**src/sv/stbs_pkg.sv**
```systemverilog
// ----------------------------------------------------------------------------
// stbs_pkg
// Shared types for the sorted table search block: result codes, transaction kinds and the
// command and status bundles between controller and datapath.
// ----------------------------------------------------------------------------
package stbs_pkg;

    typedef enum logic [1:0] {
        ST_FOUND  = 2'd0,
        ST_MISS   = 2'd1,
        ST_LOADED = 2'd2,
        ST_FULL   = 2'd3
    } t_status;

    typedef enum logic {
        KIND_LOAD   = 1'b0,
        KIND_SEARCH = 1'b1
    } t_kind;

    typedef struct packed {
        logic    accept;      // capture key and set up pointers
        logic    ins_read;    // read entry below insert position
        logic    ins_shift;   // move read entry up one slot
        logic    ins_place;   // write key at insert position
        logic    srch_read;   // read entry at bisection midpoint
        logic    srch_step;   // narrow the search range
        logic    set_result;  // load output registers
        t_status res_status;
    } t_cmd;

    typedef struct packed {
        logic full;         // table holds DEPTH entries
        logic pos_zero;     // insert position reached the bottom
        logic range_empty;  // no entries left in the search range
        logic gt;           // read entry greater than key
        logic eq;           // read entry equal to key
    } t_stat;

endpackage

```
**src/sv/sorted_table_binary_search.sv**
```systemverilog
// ----------------------------------------------------------------------------
// sorted_table_binary_search
// Sorted table of signed 32-bit values with insertion and bisection search.
// ----------------------------------------------------------------------------
// One transaction is handled at a time. A load walks down from the top of the
// table, moving each larger entry up one slot; every move takes a read state
// and then a compare-and-write state, since the table read is registered. A
// search likewise takes a read state and a compare state per bisection probe,
// with up to log2(DEPTH)+1 probes. A load into a full table answers straight
// from idle without touching the table. Input ready is high only while no
// transaction is in flight or waiting on the output.
module sorted_table_binary_search #(
    parameter int DEPTH = 16
) (
    input  logic               i_clk,
    input  logic               i_rst_n,
    input  logic               i_valid,
    output logic               o_ready,
    input  logic               i_kind,
    input  logic signed [31:0] i_value,
    output logic               o_valid,
    input  logic               i_ready,
    output logic [1:0]         o_status,
    output logic [3:0]         o_index,
    output logic [2:0]         o_probes
);
    import stbs_pkg::*;

    t_cmd  w_cmd;
    t_stat w_stat;

    stbs_ctrl u_ctrl (
        .i_clk   (i_clk),
        .i_rst_n (i_rst_n),
        .i_valid (i_valid),
        .i_kind  (i_kind),
        .o_ready (o_ready),
        .o_valid (o_valid),
        .i_ready (i_ready),
        .i_stat  (w_stat),
        .o_cmd   (w_cmd)
    );

    stbs_dpath #(
        .DEPTH (DEPTH)
    ) u_dpath (
        .i_clk    (i_clk),
        .i_rst_n  (i_rst_n),
        .i_value  (i_value),
        .i_cmd    (w_cmd),
        .o_stat   (w_stat),
        .o_status (o_status),
        .o_index  (o_index),
        .o_probes (o_probes)
    );

endmodule

```
**src/sv/stbs_ctrl.sv**
```systemverilog
// ----------------------------------------------------------------------------
// stbs_ctrl
// Sequencer for insertion and bisection search; drives datapath commands.
// ----------------------------------------------------------------------------
module stbs_ctrl (
    input  logic          i_clk,
    input  logic          i_rst_n,
    input  logic          i_valid,
    input  logic          i_kind,
    output logic          o_ready,
    output logic          o_valid,
    input  logic          i_ready,
    input  stbs_pkg::t_stat i_stat,
    output stbs_pkg::t_cmd  o_cmd
);
    import stbs_pkg::*;

    typedef enum logic [2:0] {
        S_IDLE,
        S_INS_RD,
        S_INS_CMP,
        S_SRCH_RD,
        S_SRCH_CMP,
        S_DONE
    } t_state;

    t_state r_state, n_state;
    logic   r_valid, n_valid;

    assign o_ready = (r_state == S_IDLE);
    assign o_valid = r_valid;

    always_comb begin
        o_cmd   = '0;
        n_state = r_state;
        n_valid = r_valid;
        unique case (r_state)
            S_IDLE: begin
                if (i_valid) begin
                    o_cmd.accept = 1'b1;
                    if (i_kind == KIND_SEARCH) begin
                        n_state = S_SRCH_RD;
                    end else if (i_stat.full) begin
                        o_cmd.set_result = 1'b1;
                        o_cmd.res_status = ST_FULL;
                        n_state          = S_DONE;
                        n_valid          = 1'b1;
                    end else begin
                        n_state = S_INS_RD;
                    end
                end
            end
            S_INS_RD: begin
                if (i_stat.pos_zero) begin
                    o_cmd.ins_place  = 1'b1;
                    o_cmd.set_result = 1'b1;
                    o_cmd.res_status = ST_LOADED;
                    n_state          = S_DONE;
                    n_valid          = 1'b1;
                end else begin
                    o_cmd.ins_read = 1'b1;
                    n_state        = S_INS_CMP;
                end
            end
            S_INS_CMP: begin
                if (i_stat.gt) begin
                    o_cmd.ins_shift = 1'b1;
                    n_state         = S_INS_RD;
                end else begin
                    o_cmd.ins_place  = 1'b1;
                    o_cmd.set_result = 1'b1;
                    o_cmd.res_status = ST_LOADED;
                    n_state          = S_DONE;
                    n_valid          = 1'b1;
                end
            end
            S_SRCH_RD: begin
                if (i_stat.range_empty) begin
                    o_cmd.set_result = 1'b1;
                    o_cmd.res_status = ST_MISS;
                    n_state          = S_DONE;
                    n_valid          = 1'b1;
                end else begin
                    o_cmd.srch_read = 1'b1;
                    n_state         = S_SRCH_CMP;
                end
            end
            S_SRCH_CMP: begin
                if (i_stat.eq) begin
                    o_cmd.set_result = 1'b1;
                    o_cmd.res_status = ST_FOUND;
                    n_state          = S_DONE;
                    n_valid          = 1'b1;
                end else begin
                    o_cmd.srch_step = 1'b1;
                    n_state         = S_SRCH_RD;
                end
            end
            S_DONE: begin
                if (i_ready) begin
                    n_state = S_IDLE;
                    n_valid = 1'b0;
                end
            end
            default: begin
                n_state = S_IDLE;
                n_valid = 1'b0;
            end
        endcase
    end

    always_ff @(posedge i_clk) begin
        if (!i_rst_n) begin
            r_state <= S_IDLE;
            r_valid <= 1'b0;
        end else begin
            r_state <= n_state;
            r_valid <= n_valid;
        end
    end

endmodule

```
**src/sv/stbs_dpath.sv**
```systemverilog
// ----------------------------------------------------------------------------
// stbs_dpath
// Table memory, entry count, insert and bisection pointers, result registers.
// ----------------------------------------------------------------------------
module stbs_dpath #(
    parameter int DEPTH = 16
) (
    input  logic               i_clk,
    input  logic               i_rst_n,
    input  logic signed [31:0] i_value,
    input  stbs_pkg::t_cmd     i_cmd,
    output stbs_pkg::t_stat    o_stat,
    output logic [1:0]         o_status,
    output logic [3:0]         o_index,
    output logic [2:0]         o_probes
);
    import stbs_pkg::*;

    localparam int AW = (DEPTH > 1) ? $clog2(DEPTH) : 1;
    localparam int CW = $clog2(DEPTH + 1);

    logic signed [31:0] r_mem [DEPTH];
    logic signed [31:0] r_rdata;
    logic signed [31:0] r_key;
    logic [CW-1:0]      r_count;
    logic [AW-1:0]      r_pos;
    logic [CW-1:0]      r_low;
    logic [CW-1:0]      r_hi1;     // one past the top of the search range
    logic [AW-1:0]      r_mid;
    logic [CW-1:0]      r_probes;
    t_status            r_status;
    logic [3:0]         r_index;
    logic [2:0]         r_probes_out;

    logic [CW-1:0]      w_diff;
    logic [CW-1:0]      w_mid;
    logic [AW-1:0]      w_rd_addr;
    logic [AW+3:0]      w_index_ext;
    logic [CW+2:0]      w_probes_ext;

    assign w_diff    = r_hi1 - r_low - CW'(1);
    assign w_mid     = r_low + (w_diff >> 1);
    assign w_rd_addr = i_cmd.srch_read ? w_mid[AW-1:0] : (r_pos - AW'(1));

    assign o_stat.full        = (r_count == CW'(DEPTH));
    assign o_stat.pos_zero    = (r_pos == '0);
    assign o_stat.range_empty = (r_low >= r_hi1);
    assign o_stat.gt          = (r_rdata > r_key);
    assign o_stat.eq          = (r_rdata == r_key);

    assign w_index_ext  = {4'b0, r_mid};
    assign w_probes_ext = {3'b0, r_probes};

    // table memory: one write and one registered read per cycle
    always_ff @(posedge i_clk) begin
        if (i_cmd.ins_read || i_cmd.srch_read) begin
            r_rdata <= r_mem[w_rd_addr];
        end
        if (i_cmd.ins_shift) begin
            r_mem[r_pos] <= r_rdata;
        end else if (i_cmd.ins_place) begin
            r_mem[r_pos] <= r_key;
        end
    end

    always_ff @(posedge i_clk) begin
        if (!i_rst_n) begin
            r_count <= '0;
        end else if (i_cmd.ins_place) begin
            r_count <= r_count + CW'(1);
        end
    end

    always_ff @(posedge i_clk) begin
        if (i_cmd.accept) begin
            r_key    <= i_value;
            r_pos    <= r_count[AW-1:0];
            r_low    <= '0;
            r_hi1    <= r_count;
            r_probes <= '0;
        end
        if (i_cmd.ins_shift) begin
            r_pos <= r_pos - AW'(1);
        end
        if (i_cmd.srch_read) begin
            r_mid    <= w_mid[AW-1:0];
            r_probes <= r_probes + CW'(1);
        end
        if (i_cmd.srch_step) begin
            if (r_rdata < r_key) begin
                r_low <= CW'(r_mid) + CW'(1);
            end else begin
                r_hi1 <= CW'(r_mid);
            end
        end
        if (i_cmd.set_result) begin
            r_status     <= i_cmd.res_status;
            r_index      <= (i_cmd.res_status == ST_FOUND) ? w_index_ext[3:0] : 4'd0;
            r_probes_out <= (i_cmd.res_status == ST_FOUND || i_cmd.res_status == ST_MISS)
                            ? w_probes_ext[2:0] : 3'd0;
        end
    end

    assign o_status = r_status;
    assign o_index  = r_index;
    assign o_probes = r_probes_out;

endmodule
```
**config.mk**
```make
export PLATFORM = sky130hd
export DESIGN_NAME = sorted_table_binary_search
export DESIGN_NICKNAME = d
export VERILOG_FILES = /design/src/sv/stbs_pkg.sv /design/src/sv/sorted_table_binary_search.sv /design/src/sv/stbs_ctrl.sv /design/src/sv/stbs_dpath.sv
export SDC_FILE = /design/constraint.sdc
export NUM_CORES = 1
export LEC_CHECK = 0
export BUFFER_PORTS_ARGS = -buffer_cell sky130_fd_sc_hd__buf_2
export CAP_MARGIN = 25
export CORE_MARGIN = 2
export CORE_UTILIZATION = 30
export CTS_CLUSTER_SIZE = 16
export DETAILED_ROUTE_END_ITERATION = 16
export PLACE_DENSITY = 0.4
export SLEW_MARGIN = 20
export SYNTH_ARGS = -nofsm -noshare
export SYNTH_HDL_FRONTEND = slang
export SYNTH_SLANG_ARGS = --single-unit
```
**constraint.sdc**
```tcl
create_clock -name i_clk -period 5.1 [get_ports i_clk]
set_input_delay 0.51 -clock i_clk [delete_from_list [all_inputs] [get_ports i_clk]]
set_output_delay 0.51 -clock i_clk [all_outputs]
set_load 0.005 [all_outputs]
```
==> out/qor.csv, run 1 <==
metric,value,unit
min_from,i_value[20],
finalMaxSlewViolations,0,
path_max_fanout,17,
layout-drive-gt1-share,0.129,
synth_area,0.0254,mm^2
vdd_ir_drop_max,0.508,mV
die_height,295,um
nets,1997,
setup_ws,1150,ps
crit_type,flop to flop,
worst_hold_slack,72.8,ps
synth_top_area_cell,edfxtp_1,
avgSynthCellArea,13.8,um^2
setup_viol,0,
io_buffers,47,
synth-seq-area-share,0.718,
r2r-end,u_dpath.r_rdata[0],
drtPass1Iterations,5,
grt_pass1_vias,14875,
p_clk_frac,0.220,
place_hpwl,38500,um
cts_buffers,70,
syn-num-nets,1936,
netlist.area_leader.share,0.703,
io_pins,48,
max_freq,253,MHz
drv_cap,0,
grt_max_degree,76,
r2r_cells,15,
synthCells,1845,
synth-async-reset-ratio,0,
cpMostUsedCell,inv_1,
yosys_warnings,0,
post_dp_cell_area,0.0273,mm^2
clkTransAtPathRegs,70,ps
fill_cells,8232,
synth.distinct_cells,58,
min_period,3950,ps
path_cells,"inv_1, ha_1, inv_1, fa_1, xnor2_1, ha_1, a21o_1, a21oi_1, xor2_1, xor2_1, inv_1, o22ai_4, buf_4, a32oi_1, nand2_1",
cp_slowest_cell,xor2_1,
internal_power,13.0,mW
slew_headroom,0.388,
cp-end-kind,flop,
final_area,0.0295,mm^2
final_hold_viol_count,0,
synthToLayoutAreaGrowth,15.9,%
synth-edff-count,596,
dieWidth,295,um
hold_depth,1,
worstPathArrival,4420,ps
htree_num_levels,3,
wirelength,72200,um
place.gp.congestion,0.753,
num_rows,106,
ys.flop_type,edfxtp_1,
clockBufferDepth,3,
drc,0,
holdCritPathClass,primary input to flop,
cts_root_buffer,clkbuf_16,
p_sw,8.69,mW
cpPeakStageDelay,500,ps
groute.usage.overall,0.167,
insertion_delay,610,ps
post_cts_buffers,0,
grt_pass1_wl,105000,um
synthTopCellsByCount,"edfxtp_1, nand2_1, a21oi_1, nand3_1, mux2i_1",
dpl_worst_slack,1220,ps
power.leakage,10.2,nW
power_density,735,mW/mm^2
rsz0062_at_grt,no,
netlist_top_cells_area,"edfxtp_1, nand2_1, a21oi_1, mux2i_1, ha_1",
critical_path.top_delay_family,XOR/XNOR gates,
cts_hold_buf,0,
fin_skew,25.3,ps
core_area,0.0838,mm^2
cts_sinks,615,
n_antenna_cell,0,
start_util,0.304,
p_seq_frac,0.355,
rrSetupSlack,1150,ps
status,finished clean,
hold_path_end,u_dpath.r_key[20],
cts_resized,0,
worstMarginPinSlew,918,ps
grt_overflow,0,
ys_ff_latch,615,
finalCritPeriodShare,0.774,
comb_power_share,0.425,
vias,15109,
synth_most_common_cell,edfxtp_1,
critPathBufInv,4,
cts_tree,done,
die_area,0.0872,mm^2
start_kind,flop,
grt_antenna_before_repair,2,
crit_required,5570,ps
ant_nets,0,
r2r-start,u_dpath.r_low[0],
wl_per_cell,23.4,um
drtIter0Drc,1289,
vias_per_cell,4.89,
swShare,0.401,
fin_tns_setup,0,ps
[per-layer routing]
| layer | vias to the layer above | share of wire | global-route usage |
|---|---|---|---|
| met2 | 302 | 0.48 | 0.272 |
| li1 | 7025 | - | - |
| met5 | - | 0 | 0 |
| met4 | 0 | 0.017 | 0.0437 |
| met1 | 7698 | 0.47 | 0.231 |
| met3 | 84 | 0.040 | 0.0260 |
[per-stage QoR]
stage	std cells	total power [mW]	utilization
2_1_floorplan	1845	13.7	-
3_3_place_gp	2967	17.1	0.326
3_5_place_dp	2967	17.2	0.326
4_1_cts	3089	22.0	0.351
5_1_grt	3090	23.1	0.352
6_report	3090	21.7	0.352
[placed cells by master (no fill, tap or decap), types with 6 or more instances in the layout]
master	Yosys	layout
inv_1	58	57
o21ai_0	20	19
clkbuf_16	0	74
nor3_1	14	10
clkbuf_1	60	18
nor2b_1	6	6
clkinv_2	0	7
buf_4	5	32
dfxtp_1	19	19
nand3_1	73	73
xnor2_1	11	11
and2_1	12	11
a22oi_1	65	65
mux2i_1	70	70
nor2_4	0	12
ha_1	52	52
nand4_1	9	9
buf_2	35	47
edfxtp_1	596	596
a32oi_1	64	64
buf_12	0	14
a21oi_1	159	159
mux2_2	33	33
nand2b_1	6	6
clkinv_1	0	15
nor2_1	30	18
nand2_1	389	388
[power by group through the flow]
stage	registers, mW	logic, mW	clock network, mW
after floorplan	7.62	6.10	0
after global placement	7.81	9.31	0
after detailed placement	7.80	9.36	0
after CTS	7.70	9.39	4.90
after global routing	7.76	10.3	5.10
final	7.70	9.22	4.76
[worst max path at each step]
stage | from | end | slack [ps] | depth (start not counted)
after detailed placement | u_dpath.r_low[0] | u_dpath.r_rdata[0] | 1220 | 15
after floorplan | u_dpath.r_pos[0] | u_dpath.r_mem[2][0] | 1180 | 6
final | u_dpath.r_low[0] | u_dpath.r_rdata[0] | 1150 | 15
after global routing | u_dpath.r_low[0] | u_dpath.r_rdata[8] | 880 | 15
after CTS | u_dpath.r_low[0] | u_dpath.r_rdata[0] | 1170 | 15
after global placement | u_dpath.r_low[0] | u_dpath.r_rdata[11] | 1250 | 15
[cell families after synthesis]
family | Yosys count | synth area share
AOI/OAI and AO/OA | 338 | 0.0864
xor gates and xnor gates | 16 | 0.00551
adders and majority gates | 54 | 0.0271
buffers and inverters | 163 | 0.0271
DFF | 615 | 0.718
muxes | 103 | 0.0421
and+or+nand+nor | 556 | 0.0935
[flip-flops by register name (all words and copies together), names as in the netlist]
name / flops
u_dpath.r_key: 32
u_dpath.r_mid: 4
u_dpath.r_hi1: 5
u_dpath.o_probes: 3
u_dpath.r_count: 5
u_dpath.r_mem: 512
u_dpath.r_low: 5
u_dpath.o_status: 2
u_dpath.r_probes: 3
u_dpath.o_index: 4
u_ctrl.o_valid: 1
u_ctrl.r_state: 3
u_dpath.r_pos: 4
u_dpath.r_rdata: 32
[cell type report]
| cell class | count | area [um^2] | area share |
|---|---|---|---|
| clock buffers | 93 | 1930 | 0.0656 |
| clock inverters | 29 | 201 | 0.00683 |
| inverters | 59 | 221 | 0.00751 |
| well taps | 1134 | 1420 | 0.0481 |
| repair buffers | 93 | 756 | 0.0256 |
| multi-input cells | 1067 | 6670 | 0.226 |
| flip-flops and latches | 615 | 18300 | 0.620 |
(Power assumes the default switching activity.)
==> run 2, diff against run 1 <==
==> constraint.sdc (replaced) <==
create_clock -name i_clk -period 3.85 [get_ports i_clk]
set_input_delay 0.385 -clock i_clk [delete_from_list [all_inputs] [get_ports i_clk]]
set_output_delay 0.385 -clock i_clk [all_outputs]
set_load 0.005 [all_outputs]
==> out/qor.csv, run 2 (synthesized netlist as in run 1, its figures left out) <==
metric,value,unit,change
dieWidth,295,um,unchanged
place_hpwl,40900,um,was 38500 um
dpl_worst_slack,171,ps,was 1220 ps
max_freq,273,MHz,was 253 MHz
regMostFlops,u_dpath.r_mem,,unchanged
largest_register_ffs,512,,unchanged
rsz0062_at_grt,yes,,was no
final_hold_viol_count,0,,unchanged
ant_nets,0,,unchanged
slew_headroom,0.535,,was 0.388
utilization,0.368,,was 0.352
power_density,998,mW/mm^2,was 735 mW/mm^2
die_area,0.0872,mm^2,unchanged
finalCritPeriodShare,0.951,,was 0.774
htree_num_levels,3,,unchanged
rrSetupSlack,190,ps,was 1150 ps
fin_tns_setup,0,ps,unchanged
critical_path.top_delay_family,adder cells,,was XOR/XNOR gates
p_seq_frac,0.331,,was 0.355
grt_pass1_wl,107000,um,was 105000 um
drtPass1Iterations,5,,unchanged
drtIter0Drc,1067,,was 1289
n_antenna_cell,0,,unchanged
cts_sinks,615,,unchanged
cts_buffers,73,,was 70
critPathBufInv,6,,was 4
r2r_cells,16,,was 15
r2r-start,u_dpath.r_low[0],,unchanged
wirelength,73000,um,was 72200 um
cpPeakStageDelay,540,ps,was 500 ps
grt_max_degree,57,,was 76
start_util,0.304,,unchanged
final_area,0.0308,mm^2,was 0.0295 mm^2
cts_root_buffer,clkbuf_16,,unchanged
vias,15390,,was 15109
num_rows,106,,unchanged
cp_slowest_cell,fa_1,,was xor2_1
wl_per_cell,23.0,um,was 23.4 um
io_pins,48,,unchanged
internal_power,18.8,mW,was 13.0 mW
p_clk_frac,0.229,,was 0.220
post_dp_cell_area,0.0281,mm^2,was 0.0273 mm^2
clockBufferDepth,3,,unchanged
synthToLayoutAreaGrowth,21.1,%,was 15.9%
hold_path_end,u_ctrl.r_state[2],,was u_dpath.r_key[20]
setup_ws,190,ps,was 1150 ps
final_cell_mix,"edfxtp_1, nand2_1, a21oi_1, clkbuf_16, nand3_1",,unchanged
vdd_ir_drop_max,0.965,mV,was 0.508 mV
path_max_fanout,50,,was 17
layout_commonest_cell,edfxtp_1,,unchanged
cts_tree,done,,unchanged
core_area,0.0838,mm^2,unchanged
clkTransAtPathRegs,60,ps,was 70 ps
fin_skew,31.6,ps,was 25.3 ps
io_buffers,47,,unchanged
worstPathArrival,4030,ps,was 4420 ps
power.leakage,10.8,nW,was 10.2 nW
hold_depth,3,,was 1
die_height,295,um,unchanged
vias_per_cell,4.85,,was 4.89
grt_pass1_vias,15464,,was 14875
drc,0,,unchanged
setup_viol,0,,unchanged
top_regs,"u_dpath.r_mem (512), u_dpath.r_key (32), u_dpath.r_rdata (32)",,unchanged
status,finished clean,,unchanged
crit_type,flop to flop,,unchanged
worstMarginPinSlew,691,ps,was 918 ps
nets,2078,,was 1997
insertion_delay,620,ps,was 610 ps
cp-end-kind,flop,,unchanged
grt_antenna_before_repair,0,,was 2
place.gp.congestion,0.770,,was 0.753
min_from,i_rst_n,,was i_value[20]
min_period,3660,ps,was 3950 ps
groute.usage.overall,0.169,,was 0.167
crit_required,4220,ps,was 5570 ps
cpMostUsedCell,inv_1,,unchanged
drv_cap,0,,unchanged
fin_cells,3176,,was 3090
comb_power_share,0.440,,was 0.425
path_cells,"inv_1, ha_1, inv_1, fa_1, inv_1, ha_1, inv_1, fa_1, inv_1, a21o_1, and2_4, buf_16, mux2i_1, a22oi_1, a32oi_1, nand2_1",,"was inv_1, ha_1, inv_1, fa_1, xnor2_1, ha_1, a21o_1, a21oi_1, xor2_1, xor2_1, inv_1, o22ai_4, buf_4, a32oi_1, nand2_1"
p_sw,11.9,mW,was 8.69 mW
r2r-end,u_dpath.r_rdata[9],,was u_dpath.r_rdata[0]
dp_cells,3014,,was 2967
start_kind,flop,,unchanged
finalMaxSlewViolations,0,,unchanged
layout-drive-gt1-share,0.155,,was 0.129
power,30.7,mW,was 21.7 mW
grt_overflow,0,,unchanged
holdCritPathClass,primary input to flop,,unchanged
swShare,0.388,,was 0.401
post_cts_buffers,0,,unchanged
worst_hold_slack,107,ps,was 72.8 ps
-- run 2: cell count changes in the layout (fill, tap and decap cells not counted), sizes merged --
cell and delta:
buf +46, bufinv +8, clkbuf -9, clkinv +4, clkinvlp +3, dlygate4sd3 +32, inv +2
-- run 2: power groups by stage --
stage | clock network [mW] | logic (mW) | registers, mW
after floorplan | 0 | 8.09 | 10.1
after global placement | 0 | 13.6 | 10.3
after detailed placement | 0 | 13.7 | 10.3
after CTS | 7.23 | 13.8 | 10.2
after global routing | 7.49 | 15.0 | 10.3
final | 7.04 | 13.5 | 10.2
-- run 2: how the worst max path moves through the flow --
stage / end / startpoint / cells after the start / slack, ps
finish: u_dpath.r_rdata[9] / u_dpath.r_low[0] / 16 / 190
global route: u_dpath.r_rdata[9] / u_dpath.r_low[0] / 16 / -6
CTS: u_dpath.r_rdata[9] / u_dpath.r_low[0] / 16 / 140
detailed placement: u_dpath.r_rdata[9] / u_dpath.r_low[0] / 16 / 170
global placement: u_dpath.r_rdata[9] / u_dpath.r_low[0] / 16 / 150
floorplan: u_dpath.r_rdata[13] / u_dpath.r_low[0] / 18 / 510
-- run 2: worst min-delay path, cell delays in order --
cell and delay, ps:
buf_2 170, nand2_1 80, nor2_1 40
-- run 2: routing by layer --
metal  global-route usage  share of wire  vias up
met5                    0              0        -
met4               0.0399          0.014        0
met3               0.0241          0.038       70
met2                0.275           0.47      279
met1                0.238           0.48     7841
li1                     -              -     7200
-- run 2: timing repair --
item / in CTS / in global routing
hold endpoints to repair: 32 / 0
endpoints found under the setup margin: 0 / 1
resized for setup: 0 / 2
hold buffers: 32 / 0
-- run 2: area by class of cell --
class / instances / area (um^2)
clock buffer: 84 / 1910
timing repair buffer: 171 / 1760
multi-input combinational: 1067 / 6710
sequential: 615 / 18300
inverter: 59 / 221
fill: 8046 / 53000
clock inverter: 46 / 520
tap: 1134 / 1420
==> run 3, diff against run 2 <==
==> constraint.sdc (replaced) <==
create_clock -name i_clk -period 4.45 [get_ports i_clk]
set_input_delay 0.445 -clock i_clk [delete_from_list [all_inputs] [get_ports i_clk]]
set_output_delay 0.445 -clock i_clk [all_outputs]
set_load 0.005 [all_outputs]
==> out/qor.csv, run 3 (synthesized netlist as in run 1, its figures left out) <==
metric,value,unit,change
status,finished clean,,unchanged
ant_nets,0,,unchanged
clkTransAtPathRegs,60,ps,about the same
drtPass1Iterations,5,,unchanged
layout-drive-gt1-share,0.137,,was 0.155
max_freq,257,MHz,was 273 MHz
worstPathArrival,4360,ps,was 4030 ps
cp-end-kind,flop,,unchanged
power_density,852,mW/mm^2,was 998 mW/mm^2
grt_antenna_before_repair,0,,unchanged
p_sw,10.1,mW,was 11.9 mW
worst_hold_slack,30.4,ps,was 107 ps
final_hold_viol_count,0,,unchanged
crit_type,flop to flop,,unchanged
cts_resized,0,,unchanged
power,25.7,mW,was 30.7 mW
grt_pass1_wl,106000,um,was 107000 um
dp_cells,2973,,was 3014
vias_per_cell,4.90,,was 4.85
clockBufferDepth,3,,unchanged
grt_overflow,0,,unchanged
wl_per_cell,23.4,um,was 23.0 um
fin_cells,3129,,was 3176
power.leakage,10.5,nW,was 10.8 nW
cts_tree,done,,unchanged
p_clk_frac,0.239,,was 0.229
path_max_fanout,32,,was 50
cts_root_buffer,clkbuf_16,,unchanged
core_area,0.0838,mm^2,unchanged
internal_power,15.6,mW,was 18.8 mW
die_area,0.0872,mm^2,unchanged
io_buffers,47,,unchanged
drtIter0Drc,1073,,was 1067
grt_pass1_vias,15187,,was 15464
drc,0,,unchanged
start_kind,flop,,unchanged
cts_sinks,615,,unchanged
dieWidth,295,um,unchanged
swShare,0.392,,was 0.388
largest_register_ffs,512,,unchanged
worstMarginPinSlew,879,ps,was 691 ps
top_regs,"u_dpath.r_mem (512), u_dpath.r_key (32), u_dpath.r_rdata (32)",,unchanged
rsz0062_at_grt,no,,was yes
start_util,0.304,,unchanged
vdd_ir_drop_max,0.849,mV,was 0.965 mV
num_rows,106,,unchanged
layout_commonest_cell,edfxtp_1,,unchanged
place.gp.congestion,0.748,,was 0.770
nets,2028,,was 2078
cts_buffers,73,,unchanged
hold_depth,1,,was 3
drv_cap,0,,unchanged
vias,15344,,was 15390
min_period,3890,ps,was 3660 ps
final_cell_mix,"edfxtp_1, nand2_1, a21oi_1, clkbuf_16, nand3_1",,unchanged
fin_skew,15.9,ps,was 31.6 ps
insertion_delay,600,ps,was 620 ps
synthToLayoutAreaGrowth,18.6,%,was 21.1%
n_antenna_cell,0,,unchanged
place_hpwl,36600,um,was 40900 um
setup_viol,0,,unchanged
p_seq_frac,0.342,,was 0.331
regMostFlops,u_dpath.r_mem,,unchanged
finalCritPeriodShare,0.875,,was 0.951
dpl_worst_slack,555,ps,was 171 ps
grt_max_degree,90,,was 57
wirelength,73200,um,was 73000 um
htree_num_levels,3,,unchanged
groute.usage.overall,0.168,,was 0.169
holdCritPathClass,primary input to flop,,unchanged
r2r_cells,15,,was 16
die_height,295,um,unchanged
slew_headroom,0.413,,was 0.535
setup_ws,557,ps,was 190 ps
finalMaxSlewViolations,0,,unchanged
comb_power_share,0.419,,was 0.440
crit_required,4920,ps,was 4220 ps
fill_cells,8127,,was 8046
fin_tns_setup,0,ps,unchanged
io_pins,48,,unchanged
run 3: changes by cell type in the layout (fill, tap and decap cells not counted), moves of 4 or more:
cell,previous run,this run
buf_12,38,22
buf_4,52,29
clkbuf_1,9,14
dlygate4sd3_1,32,23
nor3_2,0,4
nor3_4,4,0
run 3: through the flow:
stage               cell area, um^2   util
floorplan                     25400      -
global placement              27500  0.328
detailed placement            27500  0.328
CTS                           30200  0.360
global route                  30200  0.360
finish                        30200  0.360
run 3: repair_timing:
item	4_1_cts	5_1_grt
endpoints found under the hold margin	23	0
buffers inserted	0	0
hold buffers	23	0
run 3: final cells by class:
cell class | count | area (um^2) | share of cell area
Clock inverter | 43 | 500 | 0.0166
Clock buffer | 90 | 1950 | 0.0648
Multi-Input combinational cell | 1067 | 6670 | 0.221
Inverter | 59 | 221 | 0.00734
Timing Repair Buffer | 121 | 1120 | 0.0372
Tap cell | 1134 | 1420 | 0.0470
Sequential cell | 615 | 18300 | 0.606
run 3: path summary, 6_finish.rpt:
| path | startpoint | endpoint | slack [ps] |
|---|---|---|---|
| worst max register to register | u_dpath.r_low[0] | u_dpath.r_rdata[19] | 560 |
| worst min-delay path | i_value[0] | u_dpath.r_key[0] | 30 |
| worst max-delay path | u_dpath.r_low[0] | u_dpath.r_rdata[19] | 560 |
| worst min register to register | u_dpath.r_hi1[4] | u_dpath.r_hi1[4] | 460 |
run 3: power groups by stage:
stage / Clock, mW / Sequential [mW] / Combinational, mW
3_3_place_gp: 0 / 8.92 / 10.9
2_1_floorplan: 0 / 8.73 / 7.00
5_1_grt: 6.50 / 8.86 / 12.0
4_1_cts: 6.28 / 8.80 / 11.0
6_report: 6.13 / 8.80 / 10.8
3_5_place_dp: 0 / 8.92 / 10.9
run 3: worst max-delay path, stage by stage, from the launching register on:
cell and delay [ps]:
dfxtp_1 330, inv_1 60, ha_1 180, inv_1 70, fa_1 460, xnor2_1 240, ha_1 270, a21o_1 160
a21oi_1 180, xor2_1 190, xor2_1 500, inv_1 250, o22ai_4 250, buf_12 330, a32oi_1 160, nand2_1 100
run 3: layer usage:
layer / part of all wire / global-route usage / vias to the layer above
met5: 0 / 0 / -
met4: 0.018 / 0.0441 / 0
met3: 0.038 / 0.0222 / 86
met2: 0.49 / 0.286 / 283
met1: 0.45 / 0.227 / 7884
li1: - / - / 7091
